### src/hw/rtl/bcdec_pkg.sv
`timescale 1ns / 1ps
// Shared types, constants and arithmetic helpers for the BC1/BC2/BC3 block decoder.
// Used by every module of the decoder.
package bcdec_pkg;

	localparam logic [15:0] MAX_DIMENSION = 16'd32768;

	localparam logic [1:0] REG_FORMAT_MODE  = 2'd0;
	localparam logic [1:0] REG_IMAGE_WIDTH  = 2'd1;
	localparam logic [1:0] REG_IMAGE_HEIGHT = 2'd2;

	localparam logic [15:0] RESET_DIMENSION = 16'd1024;

	localparam logic [9:0]  DIV3_MUL  = 10'd683;
	localparam logic [11:0] DIV5_MUL  = 12'd3277;
	localparam logic [11:0] DIV7_MUL  = 12'd2341;

	typedef enum logic [1:0] {
		MODE_BC1 = 2'd0,
		MODE_BC2 = 2'd1,
		MODE_BC3 = 2'd2
	} mode_t;

	typedef logic [7:0] chan_t;

	typedef struct packed {
		chan_t r;
		chan_t g;
		chan_t b;
		chan_t a;
	} rgba_t;

	typedef struct packed {
		mode_t       mode;
		logic [15:0] width;
		logic [15:0] height;
	} cfg_t;

	typedef struct packed {
		logic [12:0]     bx;
		logic [12:0]     by;
		logic [31:0]     idx;
		logic [63:0]     ab;
		mode_t           mode;
		logic [15:0]     mask;
		rgba_t [3:0]     cpal;
		chan_t [7:0]     apal;
	} pal_item_t;

	function automatic chan_t widen5(input logic [4:0] v);
		return {v, v[4:2]};
	endfunction

	function automatic chan_t widen6(input logic [5:0] v);
		return {v, v[5:4]};
	endfunction

	// Truncating divisions by reciprocal multiplication, exact over the ranges used.
	function automatic chan_t div3(input logic [9:0] v);
		logic [19:0] prod;
		prod = {10'd0, v} * {10'd0, DIV3_MUL};
		return prod[18:11];
	endfunction

	function automatic chan_t div5(input logic [10:0] v);
		logic [22:0] prod;
		prod = {12'd0, v} * {11'd0, DIV5_MUL};
		return prod[21:14];
	endfunction

	function automatic chan_t div7(input logic [10:0] v);
		logic [22:0] prod;
		prod = {12'd0, v} * {11'd0, DIV7_MUL};
		return prod[21:14];
	endfunction

endpackage

### src/hw/rtl/bcdec_if.sv
`timescale 1ns / 1ps
// Valid/ready channel interfaces for compressed blocks and decoded pixels.
// Depends on nothing but plain logic types.
interface bcdec_block_if;
	logic        valid;
	logic        ready;
	logic [12:0] block_col;
	logic [12:0] block_row;
	logic [63:0] color_block;
	logic [63:0] alpha_block;

	modport source (output valid, block_col, block_row, color_block, alpha_block,
		input ready);
	modport sink (input valid, block_col, block_row, color_block, alpha_block,
		output ready);
endinterface

interface bcdec_pixel_if;
	logic        valid;
	logic        ready;
	logic [14:0] pixel_x;
	logic [14:0] pixel_y;
	logic [7:0]  red;
	logic [7:0]  green;
	logic [7:0]  blue;
	logic [7:0]  alpha;
	logic        last;

	modport source (output valid, pixel_x, pixel_y, red, green, blue, alpha, last,
		input ready);
	modport sink (input valid, pixel_x, pixel_y, red, green, blue, alpha, last,
		output ready);
endinterface

### src/hw/rtl/bcdec_palette.sv
`timescale 1ns / 1ps
// Three-stage pipeline that builds the color and alpha palettes and the in-image mask.
// Depends on bcdec_pkg and bcdec_block_if.
module bcdec_palette (
	input  logic               clk,
	input  logic               arst_n,
	input  bcdec_pkg::cfg_t    cfg,
	bcdec_block_if.sink        blk,
	output logic               pal_valid,
	input  logic               pal_ready,
	output bcdec_pkg::pal_item_t pal_item
);
	import bcdec_pkg::*;

	logic        rdy_s1, rdy_s2, rdy_s3;
	logic        v_s1, v_s2, v_s3;

	logic [3:0]  col_ok, row_ok;
	logic [15:0] mask_in;
	logic        four_in;
	chan_t [2:0] e0_in, e1_in;

	logic [12:0] bx_s1, by_s1;
	logic [31:0] idx_s1;
	logic [63:0] ab_s1;
	mode_t       mode_s1;
	logic [15:0] mask_s1;
	logic        four_s1;
	chan_t [2:0] e0_s1, e1_s1;

	logic [9:0]  csa_c [3];
	logic [9:0]  csb_c [3];
	logic [8:0]  csh_c [3];
	logic [10:0] as7_c [6];
	logic [10:0] as5_c [4];

	logic [12:0] bx_s2, by_s2;
	logic [31:0] idx_s2;
	logic [63:0] ab_s2;
	mode_t       mode_s2;
	logic [15:0] mask_s2;
	logic        four_s2;
	logic        agt_s2;
	chan_t [2:0] e0_s2, e1_s2;
	logic [9:0]  csa_s2 [3];
	logic [9:0]  csb_s2 [3];
	logic [8:0]  csh_s2 [3];
	logic [10:0] as7_s2 [6];
	logic [10:0] as5_s2 [4];

	pal_item_t   item_c;
	pal_item_t   item_s3;

	assign rdy_s3    = !v_s3 || pal_ready;
	assign rdy_s2    = !v_s2 || rdy_s3;
	assign rdy_s1    = !v_s1 || rdy_s2;
	assign blk.ready = rdy_s1;
	assign pal_valid = v_s3;
	assign pal_item  = item_s3;

	always_comb begin
		for (int c = 0; c < 4; c++) begin
			col_ok[c] = {1'b0, blk.block_col, 2'(c)} < cfg.width;
			row_ok[c] = {1'b0, blk.block_row, 2'(c)} < cfg.height;
		end
		for (int p = 0; p < 16; p++) begin
			mask_in[p] = col_ok[p % 4] && row_ok[p / 4];
		end
		four_in = (blk.color_block[15:0] > blk.color_block[31:16]) || (cfg.mode != MODE_BC1);
		e0_in[0] = widen5(blk.color_block[15:11]);
		e0_in[1] = widen6(blk.color_block[10:5]);
		e0_in[2] = widen5(blk.color_block[4:0]);
		e1_in[0] = widen5(blk.color_block[31:27]);
		e1_in[1] = widen6(blk.color_block[26:21]);
		e1_in[2] = widen5(blk.color_block[20:16]);
	end

	always_comb begin
		for (int ch = 0; ch < 3; ch++) begin
			csa_c[ch] = {1'b0, e0_s1[ch], 1'b0} + {2'b0, e1_s1[ch]};
			csb_c[ch] = {2'b0, e0_s1[ch]} + {1'b0, e1_s1[ch], 1'b0};
			csh_c[ch] = {1'b0, e0_s1[ch]} + {1'b0, e1_s1[ch]};
		end
		for (int k = 0; k < 6; k++) begin
			as7_c[k] = 11'(6 - k) * {3'b0, ab_s1[7:0]} + 11'(k + 1) * {3'b0, ab_s1[15:8]};
		end
		for (int k = 0; k < 4; k++) begin
			as5_c[k] = 11'(4 - k) * {3'b0, ab_s1[7:0]} + 11'(k + 1) * {3'b0, ab_s1[15:8]};
		end
	end

	always_comb begin
		item_c.bx   = bx_s2;
		item_c.by   = by_s2;
		item_c.idx  = idx_s2;
		item_c.ab   = ab_s2;
		item_c.mode = mode_s2;
		item_c.mask = mask_s2;
		item_c.cpal[0] = '{r: e0_s2[0], g: e0_s2[1], b: e0_s2[2], a: 8'hff};
		item_c.cpal[1] = '{r: e1_s2[0], g: e1_s2[1], b: e1_s2[2], a: 8'hff};
		if (four_s2) begin
			item_c.cpal[2] = '{r: div3(csa_s2[0]), g: div3(csa_s2[1]), b: div3(csa_s2[2]),
				a: 8'hff};
			item_c.cpal[3] = '{r: div3(csb_s2[0]), g: div3(csb_s2[1]), b: div3(csb_s2[2]),
				a: 8'hff};
		end else begin
			item_c.cpal[2] = '{r: csh_s2[0][8:1], g: csh_s2[1][8:1], b: csh_s2[2][8:1],
				a: 8'hff};
			item_c.cpal[3] = '0;
		end
		item_c.apal[0] = ab_s2[7:0];
		item_c.apal[1] = ab_s2[15:8];
		if (agt_s2) begin
			for (int k = 0; k < 6; k++) begin
				item_c.apal[k + 2] = div7(as7_s2[k]);
			end
		end else begin
			for (int k = 0; k < 4; k++) begin
				item_c.apal[k + 2] = div5(as5_s2[k]);
			end
			item_c.apal[6] = 8'h00;
			item_c.apal[7] = 8'hff;
		end
	end

	always_ff @(posedge clk or negedge arst_n) begin
		if (!arst_n) begin
			v_s1 <= 1'b0;
			v_s2 <= 1'b0;
			v_s3 <= 1'b0;
		end else begin
			if (rdy_s1) v_s1 <= blk.valid;
			if (rdy_s2) v_s2 <= v_s1;
			if (rdy_s3) v_s3 <= v_s2;
		end
	end

	always_ff @(posedge clk) begin
		if (rdy_s1 && blk.valid) begin
			bx_s1   <= blk.block_col;
			by_s1   <= blk.block_row;
			idx_s1  <= blk.color_block[63:32];
			ab_s1   <= blk.alpha_block;
			mode_s1 <= cfg.mode;
			mask_s1 <= mask_in;
			four_s1 <= four_in;
			e0_s1   <= e0_in;
			e1_s1   <= e1_in;
		end
		if (rdy_s2 && v_s1) begin
			bx_s2   <= bx_s1;
			by_s2   <= by_s1;
			idx_s2  <= idx_s1;
			ab_s2   <= ab_s1;
			mode_s2 <= mode_s1;
			mask_s2 <= mask_s1;
			four_s2 <= four_s1;
			agt_s2  <= ab_s1[7:0] > ab_s1[15:8];
			e0_s2   <= e0_s1;
			e1_s2   <= e1_s1;
			csa_s2  <= csa_c;
			csb_s2  <= csb_c;
			csh_s2  <= csh_c;
			as7_s2  <= as7_c;
			as5_s2  <= as5_c;
		end
		if (rdy_s3 && v_s2) begin
			item_s3 <= item_c;
		end
	end

endmodule

### src/hw/rtl/bcdec_emit.sv
`timescale 1ns / 1ps
// Pixel emitter: walks the in-image pixels of one block and drives the registered pixel output.
// Depends on bcdec_pkg and bcdec_pixel_if.
module bcdec_emit (
	input  logic                 clk,
	input  logic                 arst_n,
	input  logic                 pal_valid,
	output logic                 pal_ready,
	input  bcdec_pkg::pal_item_t pal_item,
	bcdec_pixel_if.source        pix
);
	import bcdec_pkg::*;

	typedef struct packed {
		logic [14:0] x;
		logic [14:0] y;
		rgba_t       color;
		logic        last;
	} pixel_t;

	logic        busy_s4;
	logic [15:0] rem_s4;
	pal_item_t   blk_s4;

	logic        pix_vld_s5;
	pixel_t      pix_s5;

	logic        out_free;
	logic        emit;
	logic        last_px;
	logic [15:0] pick;
	logic [3:0]  p;
	logic [1:0]  ci;
	logic [3:0]  nib;
	logic [5:0]  aoff;
	logic [2:0]  ai;
	rgba_t       color;
	pixel_t      pix_c;

	always_comb begin
		out_free  = !pix_vld_s5 || pix.ready;
		emit      = busy_s4 && out_free;
		pick      = rem_s4 & (~rem_s4 + 16'd1);
		last_px   = (rem_s4 & (rem_s4 - 16'd1)) == 16'd0;
		pal_ready = !busy_s4 || (emit && last_px);
		p = 4'd0;
		for (int i = 0; i < 16; i++) begin
			p = p | (pick[i] ? 4'(i) : 4'd0);
		end
		ci    = blk_s4.idx[{p, 1'b0} +: 2];
		nib   = blk_s4.ab[{p, 2'b00} +: 4];
		aoff  = 6'd16 + {1'b0, p, 1'b0} + {2'b00, p};
		ai    = blk_s4.ab[aoff +: 3];
		color = blk_s4.cpal[ci];
		case (blk_s4.mode)
			MODE_BC2: color.a = {nib, nib};
			MODE_BC3: color.a = blk_s4.apal[ai];
			default:  color.a = blk_s4.cpal[ci].a;
		endcase
		pix_c.x     = {blk_s4.bx, p[1:0]};
		pix_c.y     = {blk_s4.by, p[3:2]};
		pix_c.color = color;
		pix_c.last  = last_px;
	end

	always_ff @(posedge clk or negedge arst_n) begin
		if (!arst_n) begin
			busy_s4    <= 1'b0;
			rem_s4     <= 16'd0;
			pix_vld_s5 <= 1'b0;
		end else begin
			if (pal_ready) begin
				busy_s4 <= pal_valid && (pal_item.mask != 16'd0);
				rem_s4  <= pal_item.mask;
			end else if (emit) begin
				rem_s4 <= rem_s4 & ~pick;
			end
			if (out_free) pix_vld_s5 <= emit;
		end
	end

	always_ff @(posedge clk) begin
		if (pal_ready && pal_valid) blk_s4 <= pal_item;
		if (emit) pix_s5 <= pix_c;
	end

	assign pix.valid   = pix_vld_s5;
	assign pix.pixel_x = pix_s5.x;
	assign pix.pixel_y = pix_s5.y;
	assign pix.red     = pix_s5.color.r;
	assign pix.green   = pix_s5.color.g;
	assign pix.blue    = pix_s5.color.b;
	assign pix.alpha   = pix_s5.color.a;
	assign pix.last    = pix_s5.last;

endmodule

### src/hw/rtl/bc1_bc3_block_decoder.sv
`timescale 1ns / 1ps
// Top level of the BC1/BC2/BC3 texture block decoder with its configuration registers.
// Depends on bcdec_pkg, bcdec_if, bcdec_palette and bcdec_emit.

// Each accepted block yields its in-image pixels in raster order, one pixel per cycle on the
// pixel port while the port is ready, with last set on the final one. The first pixel is
// valid once the block has passed the three palette stages, the pixel emitter and the
// output register, the first of which is loaded at the clock edge that accepts the block.
// A block that lies wholly outside the image is consumed by the emitter and produces
// nothing. New blocks are accepted while earlier ones are still being emitted, up to the
// depth of the palette pipeline. Write the configuration registers only while no block is
// in flight.
module bc1_bc3_block_decoder (
	input  logic         clk,
	input  logic         arst_n,
	input  logic         cfg_wr_en,
	input  logic [1:0]   cfg_index,
	input  logic [15:0]  cfg_wdata,
	bcdec_block_if.sink  blk,
	bcdec_pixel_if.source pix
);
	import bcdec_pkg::*;

	logic [1:0]  format_mode_q;
	logic [15:0] image_width_q;
	logic [15:0] image_height_q;

	cfg_t        cfg;
	logic        pal_valid;
	logic        pal_ready;
	pal_item_t   pal_item;

	always_ff @(posedge clk or negedge arst_n) begin
		if (!arst_n) begin
			format_mode_q  <= MODE_BC1;
			image_width_q  <= RESET_DIMENSION;
			image_height_q <= RESET_DIMENSION;
		end else if (cfg_wr_en) begin
			case (cfg_index)
				REG_FORMAT_MODE:  format_mode_q  <= cfg_wdata[1:0];
				REG_IMAGE_WIDTH:  image_width_q  <= cfg_wdata;
				REG_IMAGE_HEIGHT: image_height_q <= cfg_wdata;
				default: ;
			endcase
		end
	end

	always_comb begin
		case (format_mode_q)
			MODE_BC2: cfg.mode = MODE_BC2;
			MODE_BC3: cfg.mode = MODE_BC3;
			default:  cfg.mode = MODE_BC1;
		endcase
		cfg.width  = (image_width_q > MAX_DIMENSION) ? MAX_DIMENSION : image_width_q;
		cfg.height = (image_height_q > MAX_DIMENSION) ? MAX_DIMENSION : image_height_q;
	end

	bcdec_palette u_palette (
		.clk       (clk),
		.arst_n    (arst_n),
		.cfg       (cfg),
		.blk       (blk),
		.pal_valid (pal_valid),
		.pal_ready (pal_ready),
		.pal_item  (pal_item)
	);

	bcdec_emit u_emit (
		.clk       (clk),
		.arst_n    (arst_n),
		.pal_valid (pal_valid),
		.pal_ready (pal_ready),
		.pal_item  (pal_item),
		.pix       (pix)
	);

	// Every emitted pixel lies inside the configured image.
	a_pixel_in_image: assert property (@(posedge clk) disable iff (!arst_n)
		pix.valid |-> ({1'b0, pix.pixel_x} < cfg.width) && ({1'b0, pix.pixel_y} < cfg.height))
		else $error("pixel outside image");

	// In BC1 a pixel is either opaque or transparent black.
	a_bc1_alpha: assert property (@(posedge clk) disable iff (!arst_n)
		pix.valid && (cfg.mode == MODE_BC1) |-> (pix.alpha == 8'hff) ||
		((pix.alpha == 8'h00) && (pix.red == 8'h00) && (pix.green == 8'h00) &&
		(pix.blue == 8'h00)))
		else $error("bad BC1 alpha");

	// Pixels of one block follow each other without a gap.
	a_block_contiguous: assert property (@(posedge clk) disable iff (!arst_n)
		pix.valid && pix.ready && !pix.last |=> pix.valid)
		else $error("gap inside a block");

	// A palette item that waits for the emitter is held unchanged.
	a_pal_hold: assert property (@(posedge clk) disable iff (!arst_n)
		pal_valid && !pal_ready |=> pal_valid && $stable(pal_item))
		else $error("palette item lost");

endmodule
### src/flat_wrapper.sv
// flat-port wrapper written by rule: the top's interface ports become plain ports
module bc1_bc3_block_decoder_flat import bcdec_pkg::*;
  (clk, arst_n, cfg_wr_en, cfg_index, cfg_wdata, blk_valid, blk_block_col, blk_block_row, blk_color_block, blk_alpha_block, blk_ready, pix_valid, pix_pixel_x, pix_pixel_y, pix_red, pix_green, pix_blue, pix_alpha, pix_last, pix_ready);
  bcdec_block_if blk_i ();
  bcdec_pixel_if pix_i ();
  input  logic clk;
  input  logic arst_n;
  input  logic cfg_wr_en;
  input  logic [1:0] cfg_index;
  input  logic [15:0] cfg_wdata;
  input wire logic [$bits(blk_i.valid)-1:0] blk_valid;
  input wire logic [$bits(blk_i.block_col)-1:0] blk_block_col;
  input wire logic [$bits(blk_i.block_row)-1:0] blk_block_row;
  input wire logic [$bits(blk_i.color_block)-1:0] blk_color_block;
  input wire logic [$bits(blk_i.alpha_block)-1:0] blk_alpha_block;
  output wire logic [$bits(blk_i.ready)-1:0] blk_ready;
  output wire logic [$bits(pix_i.valid)-1:0] pix_valid;
  output wire logic [$bits(pix_i.pixel_x)-1:0] pix_pixel_x;
  output wire logic [$bits(pix_i.pixel_y)-1:0] pix_pixel_y;
  output wire logic [$bits(pix_i.red)-1:0] pix_red;
  output wire logic [$bits(pix_i.green)-1:0] pix_green;
  output wire logic [$bits(pix_i.blue)-1:0] pix_blue;
  output wire logic [$bits(pix_i.alpha)-1:0] pix_alpha;
  output wire logic [$bits(pix_i.last)-1:0] pix_last;
  input wire logic [$bits(pix_i.ready)-1:0] pix_ready;
  assign blk_i.valid = blk_valid;
  assign blk_i.block_col = blk_block_col;
  assign blk_i.block_row = blk_block_row;
  assign blk_i.color_block = blk_color_block;
  assign blk_i.alpha_block = blk_alpha_block;
  assign blk_ready = blk_i.ready;
  assign pix_valid = pix_i.valid;
  assign pix_pixel_x = pix_i.pixel_x;
  assign pix_pixel_y = pix_i.pixel_y;
  assign pix_red = pix_i.red;
  assign pix_green = pix_i.green;
  assign pix_blue = pix_i.blue;
  assign pix_alpha = pix_i.alpha;
  assign pix_last = pix_i.last;
  assign pix_i.ready = pix_ready;
  bc1_bc3_block_decoder u_core (.clk(clk), .arst_n(arst_n), .cfg_wr_en(cfg_wr_en), .cfg_index(cfg_index), .cfg_wdata(cfg_wdata), .blk(blk_i), .pix(pix_i));
endmodule
### config.mk
export PLATFORM = sky130hd
export DESIGN_NAME = bc1_bc3_block_decoder_flat
export DESIGN_NICKNAME = d
export VERILOG_FILES = /design/src/hw/rtl/bcdec_pkg.sv /design/src/hw/rtl/bcdec_if.sv /design/src/hw/rtl/bcdec_palette.sv /design/src/hw/rtl/bcdec_emit.sv /design/src/hw/rtl/bc1_bc3_block_decoder.sv /design/src/flat_wrapper.sv
export SDC_FILE = /design/constraint.sdc
export NUM_CORES = 2
export LEC_CHECK = 0
export BUFFER_PORTS_ARGS = -buffer_cell sky130_fd_sc_hd__buf_2
export CAP_MARGIN = 5
export CORE_ASPECT_RATIO = 2
export CORE_UTILIZATION = 40
export DETAILED_ROUTE_END_ITERATION = 10
export PLACE_DENSITY = 0.61
export SETUP_SLACK_MARGIN = 0.15
export SYNTH_ARGS = -nofsm -noshare
export SYNTH_HDL_FRONTEND = slang
export SYNTH_HIERARCHICAL = 1
export SYNTH_SLANG_ARGS = --single-unit
export TNS_END_PERCENT = 20
### constraint.sdc
create_clock -name clk -period 34.8 [get_ports clk]
set_clock_uncertainty 0.1 [all_clocks]
set_input_delay 1.74 -clock clk [delete_from_list [all_inputs] [get_ports clk]]
set_output_delay 1.74 -clock clk [all_outputs]
set_load 0.01 [all_outputs]
==> out/qor.txt <==
Status: completed
CTS tree: yes
CTS root buf: clkbuf_16
Num rows: 228
Cells along the critical path: or4_1, nor4_1, nand2b_1, maj3_1, nor4_1, nand2b_1, and2_1, nor2b_1, nand2_1, and2_4, buf_4, buf_4, buf_4
Final setup viols: 0
IO Pins: 242
Tmin final: 7.77 ns
Non-Filler Instances: 8,889
Clock Sinks: 1,224
Mapped Cells: 5,981
Hold Path Class: reg2reg
Largest net degree at the start of global routing: 85
Setup TNS: 0 ns
Number of flops mapped to enable cells by yosys: 1,169
# resized after CTS: 0
Top FF cell, synth: edfxtp_1
Worst hold stages: 0
Critical path's slowest cell: buf_4
Critical-path maximum fanout: 75
Synth warn: 6
Worst reg2reg endpoint: u_core/u_palette/idx_s2[11]$_DFFE_PP_
Crit path kind: reg2reg
Via count: 45,400
Wire length per cell: 21.1 um
First-pass GRT wire length: 284 mm
Worst-Skew Late Latency: 0.76 ns
Ranking of synthesized cells by area: edfxtp_1 45%, ha_1 19%, fa_1 9.7%
Arr. time, crit path: 8.01 ns
Number of port buffers: 241
Post-route clock period utilization: 22.3%
Die Span Y: 624 um
Mean Syn Cell Area: 12.9 um2
DRC viols: 0
Final core utilization: 44.3%
Largest stage delay on the critical path: 0.83 ns
Fin. Hold Viols: 0
Async set-or-reset flop fraction in the synthesized netlist: 4.49%
Relative slew margins: 26.0%
Critical Path Source Type: flop
Worst-Margin Slew: 1.11 ns
Vias per cell: 5.11
Layout area overhead: 10.1%
Sequential area share after synthesis: 47.1%
RSZ-0062 raised after global routing: no
CP most frequent cell: buf_4
Global route total overflow: 0
Worst-case clock buffer depth: 3
Fmax: 129 MHz
ANT nets after route: 0
Top cells by count, synth: 1,182 x ha_1, 1,169 x edfxtp_1, 1,033 x inv_1, 374 x fa_1, 218 x a21oi_1
Num CTS Buffers: 109
Post-CTS Setup Bufs: 0
Starting DRT DRC Count: 2,414
Synth top area share: 45.3%
Die Area: 0.195 mm2
R2R setup slack: 27.03 ns
Max-cap violations: 0
Launching point of the worst reg2reg path: u_core/u_emit/rem_s4[1]$_DFFE_PN0P_
Nets@finish: 7,992
Post-synth top area cell: edfxtp_1
Core area: 0.193 mm2
Post-Route WL: 187 mm
Clock-pin slew on the worst setup and hold paths: 0.07 ns
Top-count cell post-synth: ha_1
Placed Cells: 8,678
R2R cell count: 13
Die Wd: 313 um
Layout cell share with drive strength beyond 1: 10.0%
DRT Pass-1 Iters: 7
Synth Register Bits: 1,224
Worst EP required: 35.04 ns
Min-delay src: u_core/u_palette/idx_s2[0]$_DFFE_PP_
Worst Setup End Kind: flop
Worst Hold End: u_core/u_palette/pal_item[274]$_DFFE_PP_
GRT Util Overall: 19.3%
Number of global-route vias before repair: 49,400
Yosys cell types: 97
Final GP Congestion: 0.916
Starting Density: 40.2%
Mapped cell area: 0.0774 mm2
H-tree lvl count: 3
Slew Limit Fails: 0
Initial antenna violation count: 12
Post-DP HPWL: 151 mm
Post-CTS Hold Buffers: 0
[critical path, delay by kind of cell, from the launching register on]
kind,cells,cell delay [ns]
flip-flops,1,0.45
AND/OR/NAND/NOR,9,3.99
buffers and inverters,3,2.25
adder cells (fa/ha/maj),1,0.37
[worst max path at each step]
stage / from / to / slack [ns] / depth (start not counted)
global placement: u_core/u_emit/rem_s4[1]$_DFFE_PN0P_ / u_core/u_palette/idx_s2[27]$_DFFE_PP_ / 27.19 / 15
finish: u_core/u_emit/rem_s4[1]$_DFFE_PN0P_ / u_core/u_palette/idx_s2[11]$_DFFE_PP_ / 27.03 / 13
global route: u_core/u_emit/rem_s4[1]$_DFFE_PN0P_ / u_core/u_palette/idx_s2[11]$_DFFE_PP_ / 26.52 / 15
CTS: u_core/u_emit/rem_s4[1]$_DFFE_PN0P_ / u_core/u_palette/idx_s2[11]$_DFFE_PP_ / 27.00 / 13
detailed placement: u_core/u_emit/rem_s4[1]$_DFFE_PN0P_ / u_core/u_palette/idx_s2[11]$_DFFE_PP_ / 27.14 / 13
floorplan: u_core/u_emit/rem_s4[4]$_DFFE_PN0P_ / u_core/u_palette/ab_s2[0]$_DFFE_PP_ / 22.89 / 15
[routing by layer]
layer | part of all wire (%) | global-route usage, % | vias to the layer above
li1 | - | - | 21600
met1 | 34 | 18.8 | 22500
met2 | 57 | 38.9 | 892
met3 | 3.1 | 2.24 | 408
met4 | 5.6 | 10.1 | 8
met5 | 0.027 | 0 | -
[cells in the final DEF, fill, tap and decap left out, types with 33 or more instances in the layout]
cell,netlist,final
a211oi_1,33,33
a21o_1,81,81
a21oi_1,218,218
and2_1,39,35
buf_2,16,241
buf_4,65,49
clkbuf_16,0,110
dfrtp_1,53,53
edfxtp_1,1169,1169
fa_1,374,374
ha_1,1182,1181
inv_1,1033,1033
mux2_2,59,59
mux2i_1,52,52
mux4_2,33,33
nand2_1,217,217
nand2b_1,35,35
nand3_1,80,80
nand4_1,34,34
nor2_1,139,139
nor2b_1,61,61
nor3_1,64,64
o21a_1,44,44
o21ai_0,155,154
o21bai_1,45,45
xnor2_1,192,191
xor2_1,81,80
[registers in the layout (all words and copies together) (netlist names), 24 cells and up]
signal and count:
u_core/u_palette/idx_s1 32, u_core/u_palette/idx_s2 32, u_core/u_palette/ab_s1 64, u_core/u_palette/csb_s2 27, u_core/u_palette/as5_s2 38, u_core/u_palette/ab_s2 64, u_core/u_palette/csa_s2 27, u_core/u_palette/csh_s2 24
u_core/u_emit/blk_s4 316, u_core/u_palette/pal_item 269, u_core/u_palette/as7_s2 58
[area by class of cell]
class	instances	area [um2]
diodes	7	17.5
clock buffers	117	2780
clock inverters	87	988
fillers	17500	107000
inverters	1035	3880
multi-input cells	3599	36400
flip-flops and latches	1224	36500
well taps	2530	3170
repair buffers	290	1570
[through the flow]
| step | area, um2 | hold slack, ns | worst slack (ns) |
|---|---|---|---|
| after floorplan | 77500 | 0.300 | 22.89 |
| after global placement | 81500 | 0.300 | 27.19 |
| after detailed placement | 81500 | 0.305 | 27.14 |
| after CTS | 85300 | 0.293 | 27.00 |
| after global routing | 85300 | 0.296 | 26.52 |
| final | 85300 | 0.295 | 27.03 |
[kinds of logic (layout without fill, tap and decap cells)]
group / Yosys count / after routing / share of synthesized area, %
fa+ha+maj: 1559 / 1559 / 28.8
compound gates: 800 / 800 / 6.90
flops: 1224 / 1224 / 47.1
simple gates: 774 / 774 / 5.01
xor+xnor: 273 / 273 / 3.09
mux: 169 / 169 / 2.97
other cells: 1 / 31 / 0.00484
buf+inv: 1181 / 1529 / 6.10
Power is left out: the tool's default activity adds up to more than one toggle a clock period on the data nets, which glitch-free logic cannot reach.
